<file path="config.mk">
export PLATFORM = sky130hd
export DESIGN_NAME = scs_select
export DESIGN_NICKNAME = d
export VERILOG_FILES = /design/src/design/scs_pkg.sv /design/src/design/scs_select.sv
export SDC_FILE = /design/constraint.sdc
export NUM_CORES = 1
export LEC_CHECK = 0
export BUFFER_PORTS_ARGS = -buffer_cell sky130_fd_sc_hd__buf_2
export CAP_MARGIN = 20
export CORE_MARGIN = 3
export CORE_UTILIZATION = 55
export DETAILED_ROUTE_END_ITERATION = 6
export PLACE_DENSITY_LB_ADDON = 0.05
export SLEW_MARGIN = 10
export SYNTH_ARGS = -nofsm -noshare
export SYNTH_HDL_FRONTEND = slang
export SYNTH_SLANG_ARGS = --single-unit
</file>
<file path="constraint.sdc">
create_clock -name clk -period 5.1 [get_ports clk]
set_input_delay 0.765 -clock clk [delete_from_list [all_inputs] [get_ports clk]]
set_output_delay 0.765 -clock clk [all_outputs]
set_load 0.005 [all_outputs]
</file>
<file path="src/design/scs_pkg.sv">
// shared types and constants for the sorted categorical sampler
`timescale 1ns / 1ps

package scs_pkg;

  localparam int COUNT_W  = 31;
  localparam int SYM_W    = 8;
  localparam int FRAC_W   = 32;
  localparam int BOUND_W  = 63;
  localparam logic [SYM_W-1:0] MAX_SYMBOL_RESET = 8'hFF;

  localparam logic OP_SET  = 1'b0;
  localparam logic OP_DRAW = 1'b1;

  typedef enum logic [4:0] {
    ST_CLEAR = 5'b00001,
    ST_IDLE  = 5'b00010,
    ST_SCAN  = 5'b00100,
    ST_DRAIN = 5'b01000,
    ST_ACC   = 5'b10000
  } state_t;

  // control from the sequencer to the selection unit
  typedef struct packed {
    logic valid;
    logic restart;
    logic advance;
  } sel_ctl_t;

endpackage

</file>
<file path="src/design/scs_select.sv">
// shared compare unit: finds the next symbol in descending count order, stable on ties
`timescale 1ns / 1ps

module scs_select import scs_pkg::*; #(
  parameter int IW = 8
) (
  input  logic               clk,
  input  logic               rst,
  input  sel_ctl_t           ctl,
  input  logic [COUNT_W-1:0] rd_count,
  input  logic [IW-1:0]      rd_idx,
  output logic [COUNT_W-1:0] best_count,
  output logic [IW-1:0]      best_idx
);

  logic [COUNT_W-1:0] prev_count;
  logic [IW-1:0]      prev_idx;
  logic               first;
  logic               found;
  logic               cand;

  // candidate comes strictly after the previously visited symbol in sorted order
  assign cand = first || (rd_count < prev_count) ||
                ((rd_count == prev_count) && (rd_idx > prev_idx));

  always_ff @(posedge clk) begin
    if (rst) begin
      first <= 1'b1;
      found <= 1'b0;
    end else if (ctl.restart) begin
      first <= 1'b1;
      found <= 1'b0;
    end else if (ctl.advance) begin
      first <= 1'b0;
      found <= 1'b0;
    end else if (ctl.valid && cand && (!found || rd_count > best_count)) begin
      found <= 1'b1;
    end
  end

  always_ff @(posedge clk) begin
    if (ctl.advance) begin
      prev_count <= best_count;
      prev_idx   <= best_idx;
    end
    if (!ctl.restart && !ctl.advance && ctl.valid && cand &&
        (!found || rd_count > best_count)) begin
      best_count <= rd_count;
      best_idx   <= rd_idx;
    end
  end

endmodule

</file>
Word-level counts from Yosys, hierarchy flattened --
Cells that the tools add are included.
Word-level totals: bits in registers 80, input port bits 44, output and inout bits 39, word-level logic and storage cells 25
Operators by class: $lt $le $gt $ge 3, equal/unequal tests 1, reductions and logical operators 15
Operators with widths (number):
- 31-bit == test | 1
- 31-bit greater-than comparator | 1
- 31-bit less-than comparator | 1
- 8-bit greater-than comparator | 1
- 1-bit logical AND | 7
- 1-bit zero test | 3
- 1-bit logical OR | 3
- 3-bit OR reduction | 1
- 2-bit OR reduction | 1

Longest topological paths before layout --
Gate-level depths: netlist of the first run.
word-level depth 5, depth in mapped cells 8

Worst setup path after synthesis of the first run --
No wires, ideal clock.
kind input port to flip-flop, start point input port rd_count[2], end point register best_count[0] (enable), arrival time 3.700 ns, required time 4.668 ns, path slack 0.968 ns, stages on the path 7, buffers on the path 0, path through ha_1 a21oi_2 a21oi_2 a2111oi_4 o31ai_1 a211o_1 a211oi_2
Between the ends: longest elaborated chain between the ends 5
Ends and longest elaborated chain:
- start: declaration | RTL line scs_select.sv:10 | input logic [COUNT_W-1:0] rd_count,
- 31-bit less-than comparator / 31-bit == test (equally long branches) | RTL line scs_select.sv:23, scs_select.sv:24
- 1-bit logical OR / 1-bit logical AND (equally long branches) | RTL line scs_select.sv:23, scs_select.sv:24
- 1-bit logical OR | RTL line scs_select.sv:23 | assign cand = first || (rd_count < prev_count) ||
- 1-bit logical AND | RTL line scs_select.sv:46 | if (!ctl.restart && !ctl.advance && ctl.valid && cand &&
- 1-bit logical AND * | RTL line scs_select.sv:46
- end signal: assignment | RTL line scs_select.sv:48 | best_count <= rd_count;
- end: declaration | RTL line scs_select.sv:12 | output logic [COUNT_W-1:0] best_count,
Every way passes the cells marked *; elsewhere a longest branch is shown, timed or not. A chain may end at the register's enable or synchronous reset.

Worst setup path after layout of the first run --
start point input port rd_count[30], end point register best_count[22] (enable)
Same word-level chain as after synthesis.

==> metrics, run 1 <==
drt first pass iters 4; root buf cell clkbuf_8; number of synthesized flops with an enable pin 78; Antenna Nets Post-Route 0; post-synthesis simple-gate area fraction 0.0670; CTS sink count 80; htree depth 3; grt ovf 0; fraction of registers with async set or reset after synthesis 0; CP Launch Type primary input; DR WL/cell 15.6 um; commonest non-fill, non-tap cell in the layout buf_2; P&R area growth vs syn 19.3%; pin count of the biggest net entering global routing 43; Synth Area in Compound Gates 0.0958; DRT Wirelength 8290 um; fill cell count 565; Final nets 542; minimum clock period 3.17 ns; largest fanout on the critical path 21; Critical Path AT 3.20 ns; Setup WS pre-CTS 1.63 ns; RSZ-0062 raised after global routing false; Hold Buf Count CTS 0; global-route usage over all layers 0.202; Synth Warn # 0; Primary FF master, synth edfxtp_1; Register Area 2380 um^2; routability cong. 0.882; worst relative slew slack 0.593; most frequent cells in the layout buf_2, edfxtp_1, inv_1; row count 31; DP HPWL 6450 um; DIE HEIGHT 93.6 um; Final Hold Fails 0; Netlist cell types 37; DRC Markers 0; Worst Tran Pin Value 0.605 ns; initial antenna violation count 0; crit path capture type flop; Sum Neg Setup Slack 0 ns; core area 7330 um^2; first-pass GRT wire length 13500 um; Initial DRC Count 103; post-route worst setup slack 1.93 ns; post-CTS setup buffers 0; Mapped Cells 332; worst-case clock skew 0.0144 ns; CTS Buf Count 9; post-synthesis mux area share 0; cts repair resizes 0; status complete, no violations; Port Buf Inserts 82; worst vdd ir 0.000216 V; Setup Crit Path Kind primary input to flop; vias in the first global route 2835; Synth Cell Area 4220 um^2; vias 2801; Adder-Cell Fraction of Synth Area 0.208; layout cells sized above 1 0.249; Max Root-Sink Buffers 2; Worst-Skew Late Latency 0.35 ns; area of the multi-input gates 1570 um^2; xor/xnor share of the synthesized area 0; starting utilization of the core area 0.576; Yosys reg bits 80; Power per Cell Area 295 nW/um^2; top-level I/O count 83; TritonCTS clock tree yes; Via density 5.27; setup violators final 0; diode count 0; Seq/Total Area, Yosys 0.565; DIE AREA 8760 um^2; Lkg Pwr 0.00237 uW; syn_area_per_cell 12.7 um^2; Max Fclk 315 MHz; max-slew violation count 0; Die Wd 93.6 um; Reg clk slew, reported paths 0.09 ns; Hold Path Class flop to flop; Max Cap Violations 0; Worst EP required 5.13 ns; Final period util 0.622; syn_nets 446; largest family of logic cells by synthesized area adder cells
critical path, cell delays in order:
cell and delay (ns):
buf_2 0.13, ha_1 0.32, nand4_1 0.21, nor4_1 0.61, and4_1 0.34, a41oi_1 0.21
a211oi_4 0.26, buf_4 0.33
worst paths after layout:
kind / from / to / slack, ns / cells past startpoint
worst max-delay path: rd_count[30] / best_count[22] / 1.93 / 8
worst min-delay path: best_idx[3] / prev_idx[3] / 0.45 / 0
worst max register to register: prev_count[30] / best_count[22] / 2.12 / 8
worst min register to register: best_idx[3] / prev_idx[3] / 0.45 / 0
synthesized netlist by cell type (all sizes together) (2+ instances only):
cell type / number / share of area
dfxtp: 2 / 0.0095
nand3: 6 / 0.0071
a21oi: 25 / 0.031
and2: 2 / 0.0030
nand3b: 3 / 0.0053
nor2b: 2 / 0.0030
ha: 70 / 0.21
inv: 73 / 0.065
a211oi: 2 / 0.0047
a221o: 2 / 0.0047
and4: 2 / 0.0042
nor3: 2 / 0.0024
nor2: 7 / 0.0062
nand2: 12 / 0.011
a21o: 4 / 0.0071
nor4: 3 / 0.0044
nand4: 13 / 0.019
a211o: 2 / 0.0042
edfxtp: 78 / 0.56
o21ai: 7 / 0.0083
cell families (layout without fill, tap and decap cells):
kind of cell	count (synthesis)	after routing
AOI/OAI and AO/OA	56	56
adders and majority gates	70	70
buffers and inverters	73	174
DFF	80	80
and+or+nand+nor	53	53
stage by stage:
step	cells	instance area [um^2]	hold slack [ns]	power [uW]	utilization
finish	532	5030	0.452	1490	0.686
global route	532	5030	0.471	1560	0.686
CTS	532	5030	0.454	1500	0.686
detailed placement	516	4780	0.431	926	0.653
global placement	516	4780	0.429	920	0.653
floorplan	332	4220	0.440	854	-
state kept, by name, summed over array words and instances (netlist names):
register and flops:
best_count 31, prev_count 31, best_idx 8, prev_idx 8, first 1, found 1
power by group:
part	leakage (uW)	switching, uW	internal [uW]
Clock	0.000125	246	331
Combinational	0.00149	87.4	66.1
Sequential	0.000756	9.75	746
layer usage:
metal / GRT usage / vias up / wire length (um) / part of all wire
li1: - / 1407 / - / -
met1: 0.279 / 1317 / 3880 / 0.47
met2: 0.318 / 70 / 3870 / 0.47
met3: 0.0362 / 7 / 462 / 0.056
met4: 0.0770 / 0 / 88 / 0.011
met5: 0 / - / 0 / 0
final cells by class:
type,instances,area share
Clock buffer,9,0.0246
Inverter,73,0.0545
Multi-Input combinational cell,179,0.312
Sequential cell,80,0.473
Clock inverter,7,0.0249
Tap cell,99,0.0246
Timing Repair Buffer,85,0.0860
(Power assumes the default switching activity.)
==> run 2: changes to the inputs <==
CORE_UTILIZATION = 50   (was 55)
clock period = 2.6 ns   (was 5.1 ns; I/O delays follow)
==> metrics, run 2 (synthesized netlist as in run 1, its figures left out) <==
status complete, no violations; worst relative slew slack 0.605 (+0.0118); top-level I/O count 83 (unchanged); row count 32 (+3.2%); Worst-Skew Late Latency 0.35 ns (about the same); crit path capture type flop; Finished Cell Area 5490 um^2 (+9.1%); CP Launch Type flop; starting utilization of the core area 0.530 (-0.0460); Worst R2R Start best_count[25]; DIE HEIGHT 97.9 um (+4.6%); RSZ-0062 raised after global routing true; combinational cell fraction of total power 0.130 (+0.027); most frequent cells in the layout buf_2, edfxtp_1, inv_1; setup violators final 0 (unchanged); Max Fclk 391 MHz; Setup Crit Path Kind flop to flop; sequential share of power 0.517 (+0.009); first-pass GRT wire length 14300 um (+5.7%); vias in the first global route 2970 (+4.8%); minimum clock period 2.56 ns; Via density 5.17 (-1.8%); initial antenna violation count 0 (unchanged); largest fanout on the critical path 10 (-52%); crit path max-delay cell type edfxtp_1; Sum Neg Setup Slack 0 ns (unchanged); Hold Path Origin rd_count[0]; Lkg Pwr 0.00253 uW (+6.8%); Port Buf Inserts 82 (unchanged); Max Root-Sink Buffers 2 (unchanged); Hold Path Class primary input to flop; worst-case clock skew 0.00951 ns (-0.00490 ns); sw frac 0.229 (-0.00145); CTS sink count 80 (unchanged); Initial DRC Count 127 (+23%); root buf cell clkbuf_8; Hold Buf Count CTS 0 (unchanged); Worst Tran Pin Value 0.593 ns (-0.0121 ns); DIE AREA 9580 um^2 (+9.3%); drt first pass iters 4 (unchanged); commonest non-fill, non-tap cell in the layout buf_2; htree depth 3 (unchanged); Switching Power 657 uW (+92%); Die Wd 97.9 um (+4.6%); core area 7970 um^2 (+8.7%); TritonCTS clock tree yes; Pwr Total 2870 uW (+93%); critical path launch point best_count[25]; diode count 0 (unchanged); worst vdd ir 0.000289 V (+34%); CTS Buf Count 9 (unchanged); DR WL/cell 15.6 um (-0.16%); Worst EP required 2.67 ns (-2.46 ns); Worst path top cell family by delay simple AND/OR/NAND/NOR gates; pin count of the biggest net entering global routing 42 (-2.3%); routability cong. 0.742 (-16%); Reg clk slew, reported paths 0.08 ns (about the same); Antenna Nets Post-Route 0 (unchanged); Final period util 0.983; Power per Cell Area 522 nW/um^2 (+77%); Largest regs best_count: 31 flops, prev_count: 31 flops; grt ovf 0 (unchanged); DRC Markers 0 (unchanged); Max Cap Violations 0 (unchanged); vias 2947 (+5.2%); P&R area growth vs syn 30.1%; Critical Path AT 2.62 ns (-0.58 ns); Clk pwr share 0.353 (-0.035); layout cells sized above 1 0.348 (+0.0989); worst-path cell chain inv_2, ha_4, nand4_1, nor4_2, buf_4, and4_4, o41a_1, o41ai_4, a211oi_4, buf_6, buf_12; DRT Wirelength 8870 um (+7.0%); Final nets 577 (+6.5%); Final Hold Fails 0 (unchanged); worst path bufs/invs 4 (+2); DP HPWL 6660 um (+3.2%); global-route usage over all layers 0.190 (-0.0118); max-slew violation count 0 (unchanged); placed cell areas 5150 um^2 (+7.7%); cell-internal power 2210 uW (+93%); CP peak stage delay 0.37 ns (-0.24 ns)
-- run 2: changes by cell type in the layout (fill, tap and decap cells not counted), moves of 2 or more --
cell / delta
ha_4: +11
inv_2: +4
nor4_1: -2
inv_1: -4
nor4_2: +2
buf_6: +4
ha_1: -11
buf_4: +29
clkbuf_1: +3
inv_6: -3
-- run 2: worst paths after layout --
check	end	slack, ns	depth (start not counted)
min	best_count[0]	0.23	1
min reg2reg	prev_idx[1]	0.46	0
max	best_count[13]	0.04	11
max reg2reg	best_count[13]	0.04	11
-- run 2: power by group through the flow --
stage               clock network (uW)  logic (uW)  registers [uW]
floorplan                            0         180            1510
global placement                     0         348            1510
detailed placement                   0         355            1510
CTS                               1040         360            1480
global route                      1110         424            1490
finish                            1010         372            1480
-- run 2: layer usage --
layer | GRT usage | routed length (um) | part of all wire
met5 | 0 | 0 | 0
met4 | 0.0511 | 86 | 0.0097
met3 | 0.0500 | 450 | 0.051
met2 | 0.299 | 4050 | 0.46
met1 | 0.262 | 4280 | 0.48
-- run 2: what timing repair did --
item / CTS / global route
pin swaps: 0 / 3
resized for setup: 1 / 20
setup buffers: 0 / 3
endpoints found under the setup margin: 29 / 39
gates cloned: 0 / 2
-- run 2: area by class of cell --
type / instances / area [um^2]
Clock buffer: 13 / 149
Clock inverter: 3 / 67.6
Fill cell: 633 / 2480
Inverter: 73 / 274
Multi-Input combinational cell: 179 / 1760
Sequential cell: 80 / 2380
Tap cell: 102 / 128
Timing Repair Buffer: 120 / 731
-- run 2: metrics by stage --
step,std cells,worst slack [ns],util,hold slack (ns)
2_1_floorplan,332,-0.479,-,0.452
3_3_place_gp,549,-0.0899,0.647,0.429
3_5_place_dp,549,-0.139,0.647,0.440
4_1_cts,565,-0.0221,0.675,0.212
5_1_grt,570,-0.100,0.689,0.208
6_report,570,0.0443,0.689,0.227
==> run 3: changes to the inputs <==
RECOVER_POWER = 25   (was default)
==> metrics, run 3 (synthesized netlist as in run 1, its figures left out) <==
status complete, no violations; Antenna Nets Post-Route 0 (unchanged); Hold Path Class primary input to flop; WHS Endpoint best_count[0]; layout cells sized above 1 0.269 (-0.0791); grt ovf 0 (unchanged); DP HPWL 6660 um (unchanged); max-slew violation count 0 (unchanged); Port Buf Inserts 82 (unchanged); Setup Crit Path Kind flop to flop; placed insts 549 (unchanged); Final nets 577 (unchanged); Hold Path Origin rd_count[0]; pin count of the biggest net entering global routing 42 (unchanged); DIE HEIGHT 97.9 um (unchanged); Via density 5.15 (-0.48%); worst vdd ir 0.000289 V (+0.11%); diode count 0 (unchanged); Lkg Pwr 0.00242 uW (-4.2%); DIE AREA 9580 um^2 (unchanged); vias in the first global route 2970 (unchanged); Finished Cell Area 5430 um^2 (-1.0%); DRT Wirelength 8840 um (-0.32%); placed cell areas 5150 um^2 (unchanged); Largest regs best_count: 31 flops, prev_count: 31 flops; setup violators final 0 (unchanged); starting utilization of the core area 0.530 (unchanged); crit path max-delay cell type edfxtp_1; CP Launch Type flop; RSZ-0062 raised after global routing true; most frequent cells in the layout edfxtp_1, inv_1, ha_1; crit path capture type flop; worst-case clock skew 0.00953 ns (+0.0000224 ns); CP peak stage delay 0.37 ns (about the same); worst-path cell chain inv_2, ha_4, nand4_1, nor4_2, buf_4, and4_4, o41a_1, o41ai_4, a211oi_4, buf_6, buf_12; Die Wd 97.9 um (unchanged); Max Cap Violations 0 (unchanged); reg2reg setup slack 0.05 ns (about the same); CTS Buf Count 9 (unchanged); Worst EP required 2.67 ns (about the same); global-route usage over all layers 0.190 (unchanged); Final period util 0.982 (about the same); drt first pass iters 4 (unchanged); Reg clk slew, reported paths 0.08 ns (about the same); DR WL/cell 15.5 um (-0.32%); worst relative slew slack 0.608 (+0.00337); TritonCTS clock tree yes; htree depth 3 (unchanged); top-level I/O count 83 (unchanged); CTS sink count 80 (unchanged); Reg2Reg Depth 11 (unchanged); row count 32 (unchanged); vias 2933 (-0.48%); Initial DRC Count 107 (-16%); largest fanout on the critical path 10 (unchanged); Max Fclk 392 MHz (about the same); routability cong. 0.742 (unchanged); root buf cell clkbuf_8; Worst R2R Start best_count[25]; Worst Tran Pin Value 0.588 ns (-0.00505 ns); Power per Cell Area 526 nW/um^2 (+0.67%); initial antenna violation count 0 (unchanged); Worst Hold Depth 1 (unchanged); P&R area growth vs syn 28.8%; DRC Markers 0 (unchanged); core area 7970 um^2 (unchanged); first-pass GRT wire length 14300 um (unchanged); commonest non-fill, non-tap cell in the layout edfxtp_1; Critical Path AT 2.62 ns (about the same); Worst-Skew Late Latency 0.35 ns (about the same); Final Hold Fails 0 (unchanged); Max Root-Sink Buffers 2 (unchanged); Post-Layout Cell Count 570 (unchanged); minimum clock period 2.55 ns (-0.00161 ns); reg-to-reg endpoint best_count[13]
run 3: cell types whose count changed in the layout (fill, tap and decap cells not counted):
cell	delta
buf_2	-33
buf_4	-4
clkbuf_1	+37
run 3: critical path: cells and delay by family (launching register included):
family	cells	cell delay [ns]
compound gates	3	0.54
buf+inv	4	0.52
fa+ha+maj	1	0.26
flops	1	0.37
simple gates	3	0.58
run 3: stage by stage:
| stage | total power [uW] | worst slack [ns] | utilization | setup TNS (ns) | hold slack, ns |
|---|---|---|---|---|---|
| global placement | 1860 | -0.0899 | 0.647 | -2.59 | 0.429 |
| global route | 3010 | -0.100 | 0.682 | -2.93 | 0.208 |
| finish | 2860 | 0.0460 | 0.682 | 0 | 0.227 |
| detailed placement | 1870 | -0.139 | 0.647 | -4.91 | 0.440 |
| CTS | 2880 | -0.0221 | 0.675 | -0.337 | 0.212 |
| floorplan | 1690 | -0.479 | - | -18.67 | 0.452 |
run 3: final cells by class:
class,count,area (um^2)
Inverter,73,274
Tap cell,102,128
Clock buffer,13,149
Fill cell,649,2530
Clock inverter,3,67.6
Timing Repair Buffer,120,674
Multi-Input combinational cell,179,1760
Sequential cell,80,2380
run 3: worst max path at each step:
stage,slack [ns],cells after the start,from,endpoint
final,0.05,11,best_count[25],best_count[13]
after global placement,-0.09,10,rd_count[24],best_count[28]
after CTS,-0.02,10,best_count[24],best_count[30]
after floorplan,-0.48,8,prev_count[17],best_count[0]
after detailed placement,-0.14,10,rd_count[28],best_count[2]
after global routing,-0.10,10,best_count[4],best_count[12]
run 3: power by group:
group	internal, uW	switching [uW]
clock	569	443
sequential	1460	18.5
combinational	167	195
total	2200	656
run 3: repair_timing:
item | in CTS | in global routing
resized for setup | 1 | 20
cloned | 0 | 2
pin swaps | 0 | 3
endpoints found under the setup margin | 29 | 39
hold buffers | 0 | 0
endpoints found under the hold margin | 0 | 0
setup buffers | 0 | 3
run 3: metal layers:
metal,vias up,part of all wire,track usage
met1,1381,0.48,0.262
li1,1470,-,-
met4,0,0.0097,0.0511
met2,74,0.46,0.299
met3,8,0.052,0.0500
met5,-,0,0
